File: src/sv/stq_pkg.sv
// Shared constants and codes for the symmetric tensor quantizer.
package stq_pkg;

    localparam int unsigned SAMPLE_FRAC = 8;   // fraction bits of a sample
    localparam int unsigned BYTE_W      = 8;
    localparam int unsigned SCALE_W     = 29;
    localparam int unsigned M_TDATA_W   = 40;  // byte + scale, padded to whole bytes
    localparam int unsigned QMAX_W      = 7;
    localparam int unsigned Q_STEPS     = 7;   // quotient bits below the clamp point

    localparam logic [QMAX_W-1:0] QMAX_INT8 = 7'd127;
    localparam logic [QMAX_W-1:0] QMAX_INT4 = 7'd7;
    localparam logic [3:0]        NIB_BIAS  = 4'd8;

    localparam logic MODE_INT8 = 1'b0;
    localparam logic MODE_INT4 = 1'b1;

    localparam logic FUNC_MEASURE  = 1'b0;
    localparam logic FUNC_QUANTISE = 1'b1;

    localparam logic KIND_BYTE  = 1'b0;
    localparam logic KIND_SCALE = 1'b1;

endpackage

File: src/sv/stq_div.sv
// Bit-serial restoring divider: one quotient bit per cycle.
module stq_div #(
    parameter int unsigned NUM_W = 32,
    parameter int unsigned DSH_W = 39,
    parameter int unsigned QUO_W = 30,
    parameter int unsigned CNT_W = 5
) (
    input  logic             aclk,
    input  logic             aresetn,
    input  logic             start,
    input  logic [NUM_W-1:0] num,
    input  logic [DSH_W-1:0] dsh,    // divisor already shifted to the top quotient bit
    input  logic [CNT_W-1:0] steps,  // index of the top quotient bit
    output logic             done,   // final step this cycle, quotient valid next cycle
    output logic [QUO_W-1:0] quo
);

    logic             busy_reg;
    logic [CNT_W-1:0] cnt_reg;
    logic [NUM_W-1:0] rem_reg;
    logic [NUM_W-1:0] rem_next;
    logic [DSH_W-1:0] dsh_reg;
    logic [QUO_W-1:0] quo_reg;
    logic             ge;

    always_comb begin
        ge       = DSH_W'(rem_reg) >= dsh_reg;
        rem_next = ge ? (rem_reg - NUM_W'(dsh_reg)) : rem_reg;
    end

    assign done = busy_reg && (cnt_reg == '0);
    assign quo  = quo_reg;

    always_ff @(posedge aclk) begin
        if (!aresetn) begin
            busy_reg <= 1'b0;
        end else if (start) begin
            busy_reg <= 1'b1;
        end else if (done) begin
            busy_reg <= 1'b0;
        end
    end

    always_ff @(posedge aclk) begin
        if (start) begin
            cnt_reg <= steps;
            rem_reg <= num;
            dsh_reg <= dsh;
            quo_reg <= '0;
        end else if (busy_reg) begin
            cnt_reg <= cnt_reg - CNT_W'(1);
            rem_reg <= rem_next;
            dsh_reg <= dsh_reg >> 1;
            quo_reg <= {quo_reg[QUO_W-2:0], ge};
        end
    end

endmodule

File: src/sv/symmetric_tensor_quantizer.sv
// Top level of the two-pass symmetric int8 / packed int4 tensor quantizer.
//
//  channel  | handshake               | payload
//  ---------+-------------------------+---------------------------------------------
//  s_       | s_tvalid / s_tready     | tdata: sample; tuser: func; tlast: last
//  m_       | m_tvalid / m_tready     | tdata: byte_value, scale_value; tuser: kind;
//           |                         | tlast: end_of_tensor
//  cfg      | cfg_wen                 | cfg_wdata: mode
//
// One beat at a time. A quantise beat is accepted, runs Q_STEPS+1 divider steps, then
// forms its result; after a zero peak it runs SAMPLE_WIDTH-7 steps of the unit divide.
// A closing measure beat runs the scale divide, or skips it on a zero peak.
// Only open measure beats return straight to idle; a held nibble still runs the divider.
// A finished result sits in the output register; the next beat is taken meanwhile,
// but a further result waits until m_tready empties it. Reset is synchronous.
module symmetric_tensor_quantizer
    import stq_pkg::*;
#(
    parameter int unsigned SAMPLE_WIDTH        = 16,
    parameter int unsigned SCALE_FRACTION_BITS = 16
) (
    input  logic                                   aclk,
    input  logic                                   aresetn,
    input  logic                                   cfg_wen,
    input  logic                                   cfg_wdata,  // mode
    input  logic                                   s_tvalid,
    output logic                                   s_tready,
    input  logic [((SAMPLE_WIDTH+7)/8)*8-1:0]      s_tdata,    // sample
    input  logic                                   s_tlast,    // last
    input  logic                                   s_tuser,    // func
    output logic                                   m_tvalid,
    input  logic                                   m_tready,
    output logic [M_TDATA_W-1:0]                   m_tdata,    // byte_value, scale_value
    output logic                                   m_tlast,    // end_of_tensor
    output logic                                   m_tuser     // kind
);

    localparam int unsigned NUM_W = SAMPLE_WIDTH +
                                    ((SCALE_FRACTION_BITS > 9) ? SCALE_FRACTION_BITS : 9);
    localparam int unsigned DSH_W = NUM_W + 7;
    localparam int unsigned QUO_W = SAMPLE_WIDTH + SCALE_FRACTION_BITS - 2;
    localparam int unsigned CNT_W = $clog2(QUO_W);
    localparam int unsigned MQ_W  = SAMPLE_WIDTH + 7;
    localparam int unsigned STEPS_SCALE = QUO_W - 1;
    localparam int unsigned STEPS_UNIT  = SAMPLE_WIDTH - 8;
    localparam logic [SCALE_W-1:0] SCALE_ONE =
        ((SAMPLE_FRAC + SCALE_FRACTION_BITS) < SCALE_W) ?
        (SCALE_W'(1) << (SAMPLE_FRAC + SCALE_FRACTION_BITS)) : '0;

    typedef enum logic [1:0] {ST_IDLE, ST_DIV, ST_FIN} state_t;

    state_t                  state_reg, state_next;
    logic                    mode_reg, mode_next;
    logic [SAMPLE_WIDTH-1:0] peak_reg, peak_next;
    logic                    open_reg, open_next;
    logic                    odd_reg, odd_next;
    logic [3:0]              held_reg, held_next;
    logic                    job_scale_reg, job_scale_next;
    logic                    job_one_reg, job_one_next;
    logic                    job_neg_reg, job_neg_next;
    logic                    job_last_reg, job_last_next;
    logic                    job_ovf_reg, job_ovf_next;
    logic                    m_tvalid_reg, m_tvalid_next;
    logic [M_TDATA_W-1:0]    m_tdata_reg, m_tdata_next;
    logic                    m_tlast_reg, m_tlast_next;
    logic                    m_tuser_reg, m_tuser_next;

    logic [SAMPLE_WIDTH-1:0] sample;
    logic                    neg;
    logic [SAMPLE_WIDTH-1:0] mag;
    logic [SAMPLE_WIDTH-1:0] peak_meas;
    logic [QMAX_W-1:0]       qmax;
    logic [MQ_W-1:0]         mag_x_q;
    logic [NUM_W-1:0]        num_quant, num_scale, num_unit;
    logic [DSH_W-1:0]        dsh_quant, dsh_scale, dsh_unit;
    logic                    ovf;

    logic                    div_start;
    logic [NUM_W-1:0]        div_num;
    logic [DSH_W-1:0]        div_dsh;
    logic [CNT_W-1:0]        div_steps;
    logic                    div_done;
    logic [QUO_W-1:0]        div_quo;

    logic                    sat;
    logic [QMAX_W-1:0]       q7;
    logic [BYTE_W-1:0]       code;
    logic [3:0]              nib;
    logic                    has_res;
    logic [BYTE_W-1:0]       res_byte;
    logic [SCALE_W-1:0]      res_scale;
    logic                    out_free;

    assign s_tready = (state_reg == ST_IDLE);
    assign m_tvalid = m_tvalid_reg;
    assign m_tdata  = m_tdata_reg;
    assign m_tlast  = m_tlast_reg;
    assign m_tuser  = m_tuser_reg;

    // operand preparation for the three kinds of division
    always_comb begin
        sample    = s_tdata[SAMPLE_WIDTH-1:0];
        neg       = sample[SAMPLE_WIDTH-1];
        mag       = neg ? (~sample + SAMPLE_WIDTH'(1)) : sample;
        peak_meas = (!open_reg || (mag > peak_reg)) ? mag : peak_reg;
        qmax      = (mode_reg == MODE_INT4) ? QMAX_INT4 : QMAX_INT8;
        mag_x_q   = (mode_reg == MODE_INT4) ?
                    (MQ_W'({mag, 3'b000}) - MQ_W'(mag)) :
                    (MQ_W'({mag, 7'b0000000}) - MQ_W'(mag));
        // round half away: (2*mag*qmax + peak) / (2*peak)
        num_quant = NUM_W'({mag_x_q, 1'b0}) + NUM_W'(peak_reg);
        dsh_quant = DSH_W'({peak_reg, 1'b0}) << Q_STEPS;
        ovf       = DSH_W'(num_quant) >= dsh_quant;
        num_scale = (NUM_W'(peak_meas) << SCALE_FRACTION_BITS) + NUM_W'(qmax >> 1);
        dsh_scale = DSH_W'(qmax) << STEPS_SCALE;
        // zero peak: round(mag / 256) as a division by 256
        num_unit  = NUM_W'(mag) + (NUM_W'(1) << (SAMPLE_FRAC - 1));
        dsh_unit  = DSH_W'(1) << SAMPLE_WIDTH;
    end

    // result formation from the quotient
    always_comb begin
        sat       = job_ovf_reg || (div_quo > QUO_W'(qmax));
        q7        = sat ? qmax : div_quo[QMAX_W-1:0];
        code      = job_neg_reg ? (BYTE_W'(0) - BYTE_W'(q7)) : BYTE_W'(q7);
        nib       = job_neg_reg ? (NIB_BIAS - q7[3:0]) : (NIB_BIAS + q7[3:0]);
        res_scale = job_scale_reg ? (job_one_reg ? SCALE_ONE : SCALE_W'(div_quo)) : '0;
        if (job_scale_reg) begin
            has_res  = 1'b1;
            res_byte = '0;
        end else if (mode_reg == MODE_INT8) begin
            has_res  = 1'b1;
            res_byte = code;
        end else begin
            has_res  = odd_reg || job_last_reg;
            res_byte = odd_reg ? {nib, held_reg} : {4'b0000, nib};
        end
        out_free = !m_tvalid_reg || m_tready;
    end

    always_comb begin
        state_next     = state_reg;
        mode_next      = cfg_wen ? cfg_wdata : mode_reg;
        peak_next      = peak_reg;
        open_next      = open_reg;
        odd_next       = odd_reg;
        held_next      = held_reg;
        job_scale_next = job_scale_reg;
        job_one_next   = job_one_reg;
        job_neg_next   = job_neg_reg;
        job_last_next  = job_last_reg;
        job_ovf_next   = job_ovf_reg;
        m_tvalid_next  = m_tvalid_reg && !m_tready;
        m_tdata_next   = m_tdata_reg;
        m_tlast_next   = m_tlast_reg;
        m_tuser_next   = m_tuser_reg;
        div_start      = 1'b0;
        div_num        = num_quant;
        div_dsh        = dsh_quant;
        div_steps      = CNT_W'(Q_STEPS);

        unique case (state_reg)
            ST_IDLE: begin
                if (s_tvalid) begin
                    open_next     = !s_tlast;
                    job_last_next = s_tlast;
                    if (s_tuser == FUNC_MEASURE) begin
                        peak_next = peak_meas;
                        if (s_tlast) begin
                            job_scale_next = 1'b1;
                            job_neg_next   = 1'b0;
                            job_ovf_next   = 1'b0;
                            if (peak_meas == '0) begin
                                job_one_next = 1'b1;
                                state_next   = ST_FIN;
                            end else begin
                                job_one_next = 1'b0;
                                div_start    = 1'b1;
                                div_num      = num_scale;
                                div_dsh      = dsh_scale;
                                div_steps    = CNT_W'(STEPS_SCALE);
                                state_next   = ST_DIV;
                            end
                        end
                    end else begin
                        if (!open_reg) begin
                            odd_next  = 1'b0;
                            held_next = '0;
                        end
                        job_scale_next = 1'b0;
                        job_one_next   = 1'b0;
                        job_neg_next   = neg;
                        div_start      = 1'b1;
                        state_next     = ST_DIV;
                        if (peak_reg == '0) begin
                            job_ovf_next = 1'b0;
                            div_num      = num_unit;
                            div_dsh      = dsh_unit;
                            div_steps    = CNT_W'(STEPS_UNIT);
                        end else begin
                            job_ovf_next = ovf;
                        end
                    end
                end
            end
            ST_DIV: begin
                if (div_done) begin
                    state_next = ST_FIN;
                end
            end
            ST_FIN: begin
                if (!has_res || out_free) begin
                    state_next = ST_IDLE;
                    if (!job_scale_reg) begin
                        if (mode_reg == MODE_INT4 && !odd_reg && !job_last_reg) begin
                            held_next = nib;
                            odd_next  = 1'b1;
                        end else begin
                            held_next = '0;
                            odd_next  = 1'b0;
                        end
                    end
                    if (has_res) begin
                        m_tvalid_next = 1'b1;
                        m_tdata_next  = M_TDATA_W'({res_scale, res_byte});
                        m_tlast_next  = job_last_reg;
                        m_tuser_next  = job_scale_reg ? KIND_SCALE : KIND_BYTE;
                    end
                end
            end
            default: begin
                state_next = ST_IDLE;
            end
        endcase
    end

    always_ff @(posedge aclk) begin
        if (!aresetn) begin
            state_reg    <= ST_IDLE;
            mode_reg     <= MODE_INT8;
            peak_reg     <= '0;
            open_reg     <= 1'b0;
            odd_reg      <= 1'b0;
            held_reg     <= '0;
            m_tvalid_reg <= 1'b0;
        end else begin
            state_reg     <= state_next;
            mode_reg      <= mode_next;
            peak_reg      <= peak_next;
            open_reg      <= open_next;
            odd_reg       <= odd_next;
            held_reg      <= held_next;
            job_scale_reg <= job_scale_next;
            job_one_reg   <= job_one_next;
            job_neg_reg   <= job_neg_next;
            job_last_reg  <= job_last_next;
            job_ovf_reg   <= job_ovf_next;
            m_tvalid_reg  <= m_tvalid_next;
            m_tdata_reg   <= m_tdata_next;
            m_tlast_reg   <= m_tlast_next;
            m_tuser_reg   <= m_tuser_next;
        end
    end

    stq_div #(
        .NUM_W (NUM_W),
        .DSH_W (DSH_W),
        .QUO_W (QUO_W),
        .CNT_W (CNT_W)
    ) u_stq_div (
        .aclk    (aclk),
        .aresetn (aresetn),
        .start   (div_start),
        .num     (div_num),
        .dsh     (div_dsh),
        .steps   (div_steps),
        .done    (div_done),
        .quo     (div_quo)
    );

endmodule

File: config.mk
export PLATFORM = sky130hd
export DESIGN_NAME = symmetric_tensor_quantizer
export DESIGN_NICKNAME = d
export VERILOG_FILES = /design/src/sv/stq_pkg.sv /design/src/sv/stq_div.sv /design/src/sv/symmetric_tensor_quantizer.sv
export SDC_FILE = /design/constraint.sdc
export NUM_CORES = 1
export LEC_CHECK = 0
export ABC_AREA = 0
export BUFFER_PORTS_ARGS = -buffer_cell sky130_fd_sc_hd__buf_2
export CORE_MARGIN = 2
export CORE_UTILIZATION = 40
export DETAILED_ROUTE_END_ITERATION = 6
export SETUP_SLACK_MARGIN = 0.02
export SLEW_MARGIN = 0
export SYNTH_ARGS = -nofsm -noshare
export SYNTH_HDL_FRONTEND = slang
export SYNTH_SLANG_ARGS = --single-unit
File: constraint.sdc
create_clock -name aclk -period 9.2 [get_ports aclk]
set_input_delay 0.46 -clock aclk [delete_from_list [all_inputs] [get_ports aclk]]
set_output_delay 0.46 -clock aclk [all_outputs]
set_load 0.1 [all_outputs]
Word-level counts from Yosys, hierarchy flattened --
Index checks and enable logic that the tools add are counted.
Operators by class: $add $sub $neg 11, multiply operators 0, divide/modulo/power cells 0, $lt $le $gt $ge 4, eq/ne operators 9, shift-type cells 0, multiplexer cells 76, bitwise gates (word level) 3, reduce and logical (&&, ||, !) cells 34
Operators with widths (count):
- $mux W32 | 8
- $mux W39 | 5
- $mux W36 | 2
- $mux W25 | 2
- $ge A32 B39 Y1 | 1
- $mux W5 | 7
- $add A32 B6 Y32 | 1
- $logic_not A16 Y1 | 2
- $mux W16 | 2
- $mux W4 | 8
- $sub A32 B32 Y32 | 1
- $gt A30 B7 Y1 | 1
- $mux W1 | 26
- $add A24 B16 Y25 | 1
- $ge A25 B24 Y1 | 1
- $mux W24 | 1
- $mux W8 | 3
- $mux W23 | 1
- $sub A23 B16 Y23 | 1
- $sub A19 B16 Y20 | 1
- $add A16 B8 Y17 const B | 1
- $add A16 B1 Y16 const B | 1
- $gt A16 B16 Y1 | 1
- $not A16 Y16 | 1
- 26 further kinds | 58
Storage, ports and cells: bits in registers 177, bits in latches 0, RAM bits 0, bits in read-only memories 0, output and inout bits 44, word-level logic and storage cells 159, memories kept 0

Depth between registers and ports, before layout --
Gate-level depths: netlist of run 1.
depth in word-level cells 14, gate-level depth with buffers 31, depth with buffers taken out 30

Hierarchy --
From an unflattened synthesis of run 1, not the netlist that was laid out.
Second synthesis, totals: cell total of the unflattened synthesis 1710, area, all modules 14657.8 um^2
Modules (own cells, without submodules):
- symmetric_tensor_quantizer | times used 1, cells each 1041, area an instance 8196.6 um^2, sequential area each 1841.8 um^2
- stq_div | times used 1, cells each 669, area an instance 6461.2 um^2, sequential area each 2902.8 um^2

Worst setup path before layout of run 1 --
Ideal clock, no wire load.
kind input to register, start point input port s_tdata[0], end point register job_ovf_reg, data pin, arrival time 7.174 ns, path slack 1.866 ns, stages on the path 28, buffers on the path 1, cells stage by stage clkbuf_1 -> inv_1 -> ha_1 -> nor2b_1 -> xnor2_1 -> inv_1 -> xnor3_1 -> o41ai_2 -> a31oi_1 -> o31ai_1 -> a21oi_1 -> maj3_1 -> a21oi_1 -> xnor2_1 -> a21oi_1 -> xnor2_1 -> ha_1 -> a21oi_1 -> nor3b_1 -> a21bo_2 -> nor4_1 -> xnor2_1 -> ha_1 -> nand4_1 -> or4_1 -> or4_1 -> or4_1 -> a41oi_1
Between the ends: word-level cells in the longest chain between the ends 9
RTL lines:
- from (decl) | line symmetric_tensor_quantizer.sv:28 | input logic [((SAMPLE_WIDTH+7)/8)*8-1:0] s_tdata,
- $not A16 Y16 | line symmetric_tensor_quantizer.sv:104 | mag = neg ? (~sample + SAMPLE_WIDTH'(1)) : sample;
- $add A16 B1 Y16 | line symmetric_tensor_quantizer.sv:104
- $mux W16 (*) | line symmetric_tensor_quantizer.sv:104
- $sub A23 B16 Y23 / $sub A19 B16 Y20 (equally long branches) | line symmetric_tensor_quantizer.sv:109, symmetric_tensor_quantizer.sv:108
- $mux W23 (*) | line symmetric_tensor_quantizer.sv:107 | mag_x_q = (mode_reg == MODE_INT4) ?
- $add A24 B16 Y25 (*) | line symmetric_tensor_quantizer.sv:111 | num_quant = NUM_W'({mag_x_q, 1'b0}) + NUM_W'(peak_reg);
- $ge A25 B24 Y1 (*) | line symmetric_tensor_quantizer.sv:113 | ovf = DSH_W'(num_quant) >= dsh_quant;
- $mux W1 (*) | line symmetric_tensor_quantizer.sv:195 | if (peak_reg == '0) begin
- $mux W1 (*) | line symmetric_tensor_quantizer.sv:167 | if (s_tuser == FUNC_MEASURE) begin
- to (signal assigned) | line symmetric_tensor_quantizer.sv:257 | job_ovf_reg <= job_ovf_next;
- to (decl) | line symmetric_tensor_quantizer.sv:62 | logic job_ovf_reg, job_ovf_next;
Every way passes the cells marked *; elsewhere a longest branch is shown, timed or not. A chain may end at the register's enable or synchronous reset.

Worst setup path after layout of run 1 --
Ends and elaborated chain as after synthesis.

==> results.toml, run 1 <==
[yosys]
synth-edff-count = 117
ys_ff_latch = 174
synth.avg_cell_area_um2 = 8.952
synthFlopType = "edfxtp_1"
synth_seq_area_share_pct = 34.82
synth.distinct_cells = 97
yosys_warnings = 0
synthArstFlopShare_pct = 0
synthCells = 1493
netlist_area_mm2 = 0.01337

[clock_tree]
cts-resized-gates = 0
cts_tree = "yes"
h-tree-depth = 4
cts_buffers = 17
clock-sinks = 174
clockBufferDepth = 2
path_clk_slew_ps = 80
cts_setup_buffers = 0
clk_root_buffer_cell = "clkbuf_16"
cts_hold_buf = 0
clock_latency_ps = 440

[worst_setup_path]
cp.arrival_ps = 8280
crit_type = "in -> reg"
crit_path_start_kind = "primary input"
cp_slowest_stage_delay_ps = 640
r2r_start = "mode_reg$_SDFFE_PN0P_"
critPathBufInv = 3
critical_path.slowest_cell = "xnor2_1"
required_ps = 9480
crit_fanout = 17
setup.worst_path.end_class = "flop"
crit_start = "s_tdata[0]"
crit_family = "compound AO/OA/AOI/OAI gates"

[sta]
max_freq_mhz = 125.0
slew_viol_final = 0
maxSlewHeadroom_pct = 24.80
period_minus_slack_ps = 7998
finalSetupViolations = 0
rsz0062_at_grt = "no"
timing.setup.tns_ps = 0
fin_ws_ps = 1202
max_slew.worst_pin.slew_ps = 1128
hold_viol_final = 0
min_period_over_period_pct = 86.93
timing.hold.ws_ps = 277.4
fin_skew_ps = 10.09

[pwr]
max-vdd-ir-drop_mv = 0.1345
power-per-cell-area_mw_per_mm2 = 208.8
power_mw = 3.064
power.leakage_nw = 6.045

[detailed_routing]
wire_per_inst_um = 19.85
avgViaCountPerCell = 5.768
routed_wl_um = 39240
vias = 11400
route.detailed.drc = 0
first_iter_violations = 956
antenna_left = 0
first_pass_iters = 5

[die]
start_util_pct = 40.87
die_area_mm2 = 0.03489
rows = 66
io_pins = 68
die_h_um = 186.8
fp.dieW_um = 186.8
coreArea_mm2 = 0.03270

[final_layout]
layout_commonest_cell = "nor2_1"
layout_common_cells = "nor2_1 (142), edfxtp_1 (117), nand2_1 (108)"
nets = 1651
largest_register_ffs = 37
layout.cells.non_filler = 1977
area_growth_pct = 9.801
final_area_mm2 = 0.01468
layout-drive-gt1-share_pct = 10.43
post-route-util_pct = 44.88

[run_status]
outcome = "completed"

[place]
pre_cts_ws_ps = 804.2
dpl.hpwl_um = 29400
port_buffers = 64
place_inst = 1944
dpl_cell_area_mm2 = 0.01405
gp_congestion = 0.9127

[grt]
antenna_found_initial = 1
grt_pass1_vias = 11080
grt_usage_pct = 22.51
grt_start_max_net_pins = 42
grt_first_pass_wirelength_um = 62180
grt_overflow = 0

[worst_hold_path]
hp-start = "cfg_wdata"
hp-class = "in -> reg"

[flow_run]
max_cap_viol_count = 0
kinds of logic after synthesis:
| family | Yosys count | share of synthesized area (%) |
|---|---|---|
| AO/OA/AOI/OAI | 399 | 20.19 |
| XOR/XNOR | 116 | 8.154 |
| AND/OR/NAND/NOR | 488 | 18.21 |
| flip-flops | 174 | 34.82 |
| multiplexers | 40 | 3.043 |
| adder cells (fa/ha/maj) | 110 | 10.34 |
| other | 1 | 0.02806 |
| buffers and inverters | 165 | 5.205 |
power by group:
| part | switching (mW) | internal (mW) |
|---|---|---|
| logic | 0.795 | 0.515 |
| clock network | 0.364 | 0.394 |
| registers | 0.0486 | 0.948 |
| total | 1.21 | 1.86 |
synth_stat cells (all sizes together) (12+ instances only):
cell,count,area (µm²)
o21a,14,105.1
o211a,14,140.1
xor2,31,312.8
clkbuf,49,183.9
o22ai,12,75.07
a21o,36,270.3
nand3,35,175.2
a21oi,96,480.5
ha,104,1301
nand4,20,125.1
o21ai,104,535.5
o31ai,12,95.09
nand2b,23,143.9
xnor2,84,754.5
nor4,21,137.6
nor2,143,536.8
a31oi,16,100.1
buf,29,182.7
nor2b,28,175.2
dfxtp,57,1141
inv,85,321.6
nand2,108,405.4
and2,37,231.5
mux2i,35,350.3
nor3,18,90.09
edfxtp,117,3513
final cells by class:
cell class / instances / area, µm²
sequential: 174 / 4656
tap: 442 / 553.0
timing repair buffer: 85 / 478.0
clock buffer: 17 / 425.4
clock inverter: 15 / 192.7
multi-input combinational: 1156 / 8039
antenna: 1 / 2.502
fill: 3241 / 18030
inverter: 87 / 329.1
per-layer routing:
metal / GRT usage, % / share of wire, %
met1: 29.81 / 45
met2: 37.96 / 48
met3: 2.652 / 4.5
met4: 7.906 / 3.0
met5: 0 / 0
worst paths after layout:
path | end | slack [ps] | depth (start not counted)
min | mode_reg$_SDFFE_PN0P_ | 280 | 3
max | job_ovf_reg$_SDFFCE_PP0P_ | 1200 | 28
max reg2reg | job_ovf_reg$_SDFFCE_PP0P_ | 3030 | 21
min reg2reg | held_reg[0]$_SDFFE_PN0P_ | 480 | 2
worst register-to-register path, stage by stage, from the launching register on:
cell and delay [ps]:
dfxtp_1 740, buf_4 440, nand2_1 110, a22oi_1 260, xnor2_1 120, ha_1 240
or3_1 390, o21a_1 240, a41o_1 280, a31o_2 270, a21oi_1 150, nor2b_1 80
o21a_1 200, o21bai_1 260, nor4_2 80, xnor2_1 180, ha_1 320, nand4_1 140
or4_1 510, or4_1 390, or4_1 400, a41oi_1 210
Note: power is estimated with default switching activity, not from simulation.
==> run 2: changes to the inputs <==
Settings changed: CELL_PAD_IN_SITES_DETAIL_PLACEMENT from default to 1, CELL_PAD_IN_SITES_GLOBAL_PLACEMENT from default to 2, PLACE_DENSITY_LB_ADDON from default to 0.1.
==> results.toml, run 2 (synthesized netlist as in run 1, its figures left out) <==
[run_status]
outcome = "completed"

[worst_setup_path]
crit_type = "in -> reg"
cp_slowest_stage_delay_ps = 620
cp.arrival_ps = 8140
cpMostUsedCell = "nor2_1"
crit_path_start_kind = "primary input"
setup.worst_path.end_class = "flop"
crit_fanout = 17
required_ps = 9480
critical_path.slowest_cell = "xor2_2"

[pwr]
power-per-cell-area_mw_per_mm2 = 210.1
sw_frac_of_total_pct = 39.81
combPwrFrac_pct = 43.7
pwr-share-clk_pct = 23.9
power_switching_mw = 1.226
seqPwrFrac_pct = 32.4
max-vdd-ir-drop_mv = 0.1442
p_int_mw = 1.853
power.leakage_nw = 6.040

[place]
pre_cts_ws_ps = 920.3
dpl.hpwl_um = 33160
gp_congestion = 0.8911
place_inst = 1947
dpl_cell_area_mm2 = 0.01408
port_buffers = 64

[sta]
finalSetupViolations = 0
max_slew.worst_pin.slew_ps = 1047
max_freq_mhz = 127.3
timing.setup.tns_ps = 0
rsz0062_at_grt = "no"
fin_ws_ps = 1342
maxSlewHeadroom_pct = 30.00
min_period_over_period_pct = 85.41
hold_viol_final = 0
slew_viol_final = 0
period_minus_slack_ps = 7858
timing.hold.ws_ps = 332.6
fin_skew_ps = 15.91

[clock_tree]
h-tree-depth = 4
clock-sinks = 174
path_clk_slew_ps = 80
cts-resized-gates = 0
cts_hold_buf = 0
clock_latency_ps = 450
cts_tree = "yes"
cts_buffers = 17
cts_setup_buffers = 0
clk_root_buffer_cell = "clkbuf_16"
clockBufferDepth = 2

[flow_run]
max_cap_viol_count = 0

[final_layout]
layout.cells.non_filler = 1979
layout_common_cells = "nor2_1 (142), edfxtp_1 (117), nand2_1 (108)"
nets = 1654
largest_register_ffs = 37
antenna_cells = 0
layout_commonest_cell = "nor2_1"
layout-drive-gt1-share_pct = 10.47
area_growth_pct = 9.633
final_area_mm2 = 0.01465

[grt]
grt_pass1_vias = 11750
antenna_found_initial = 0
grt_start_max_net_pins = 44
grt_first_pass_wirelength_um = 69190
grt_overflow = 0
grt_usage_pct = 25.26

[die]
fp.dieW_um = 186.8
coreArea_mm2 = 0.03270
rows = 66
die_h_um = 186.8
start_util_pct = 40.87
io_pins = 68
die_area_mm2 = 0.03489

[detailed_routing]
antenna_left = 0
wire_per_inst_um = 22.23
avgViaCountPerCell = 5.763
route.detailed.drc = 0
first_iter_violations = 686
first_pass_iters = 5
vias = 11410
routed_wl_um = 43990

[worst_hold_path]
hp-class = "in -> reg"
run 2: per-stage QoR:
stage               total power [mW]  util [%]
floorplan                      1.967         -
global placement               2.321     43.05
global route                   3.275     44.81
CTS                            3.089     44.81
detailed placement             2.344     43.05
finish                         3.079     44.81
run 2: worst paths after layout:
check / startpoint / endpoint / slack [ps] / cells past startpoint
max: s_tdata[0] / job_ovf_reg$_SDFFCE_PP0P_ / 1340 / 30
max reg2reg: mode_reg$_SDFFE_PN0P_ / job_ovf_reg$_SDFFCE_PP0P_ / 3390 / 21
min: cfg_wdata / mode_reg$_SDFFE_PN0P_ / 330 / 3
min reg2reg: held_reg[0]$_SDFFE_PN0P_ / held_reg[0]$_SDFFE_PN0P_ / 480 / 2
run 2: layer usage:
layer,up-vias,track usage (%),routed length [µm]
met5,-,0,0
met4,0,8.364,1187
met3,60,2.389,1147
met2,184,42.52,20840
li1,5487,-,-
met1,5674,34.07,20820
run 2: power groups by stage:
stage	Sequential [mW]	Combinational [mW]	Clock, mW
2_1_floorplan	1.00	0.966	0
3_3_place_gp	1.01	1.31	0
3_5_place_dp	1.02	1.33	0
4_1_cts	0.998	1.34	0.751
5_1_grt	1.01	1.49	0.781
6_report	0.998	1.34	0.737
run 2: critical path: cells and delay by family:
kind | cells | cell delay [ps]
and+or+nand+nor | 13 | 3120
xor gates and xnor gates | 3 | 920
buffers and inverters | 3 | 770
adders and majority gates | 3 | 1050
AOI/OAI and AO/OA | 8 | 1790
run 2: area by class of cell:
| type | count | area [µm²] |
|---|---|---|
| clock buffers | 19 | 432.9 |
| clock inverters | 13 | 142.6 |
| fillers | 3898 | 18050 |
| inverters | 87 | 329.1 |
| multi-input cells | 1156 | 8039 |
| flip-flops and latches | 174 | 4656 |
| well taps | 442 | 553.0 |
| repair buffers | 88 | 500.5 |
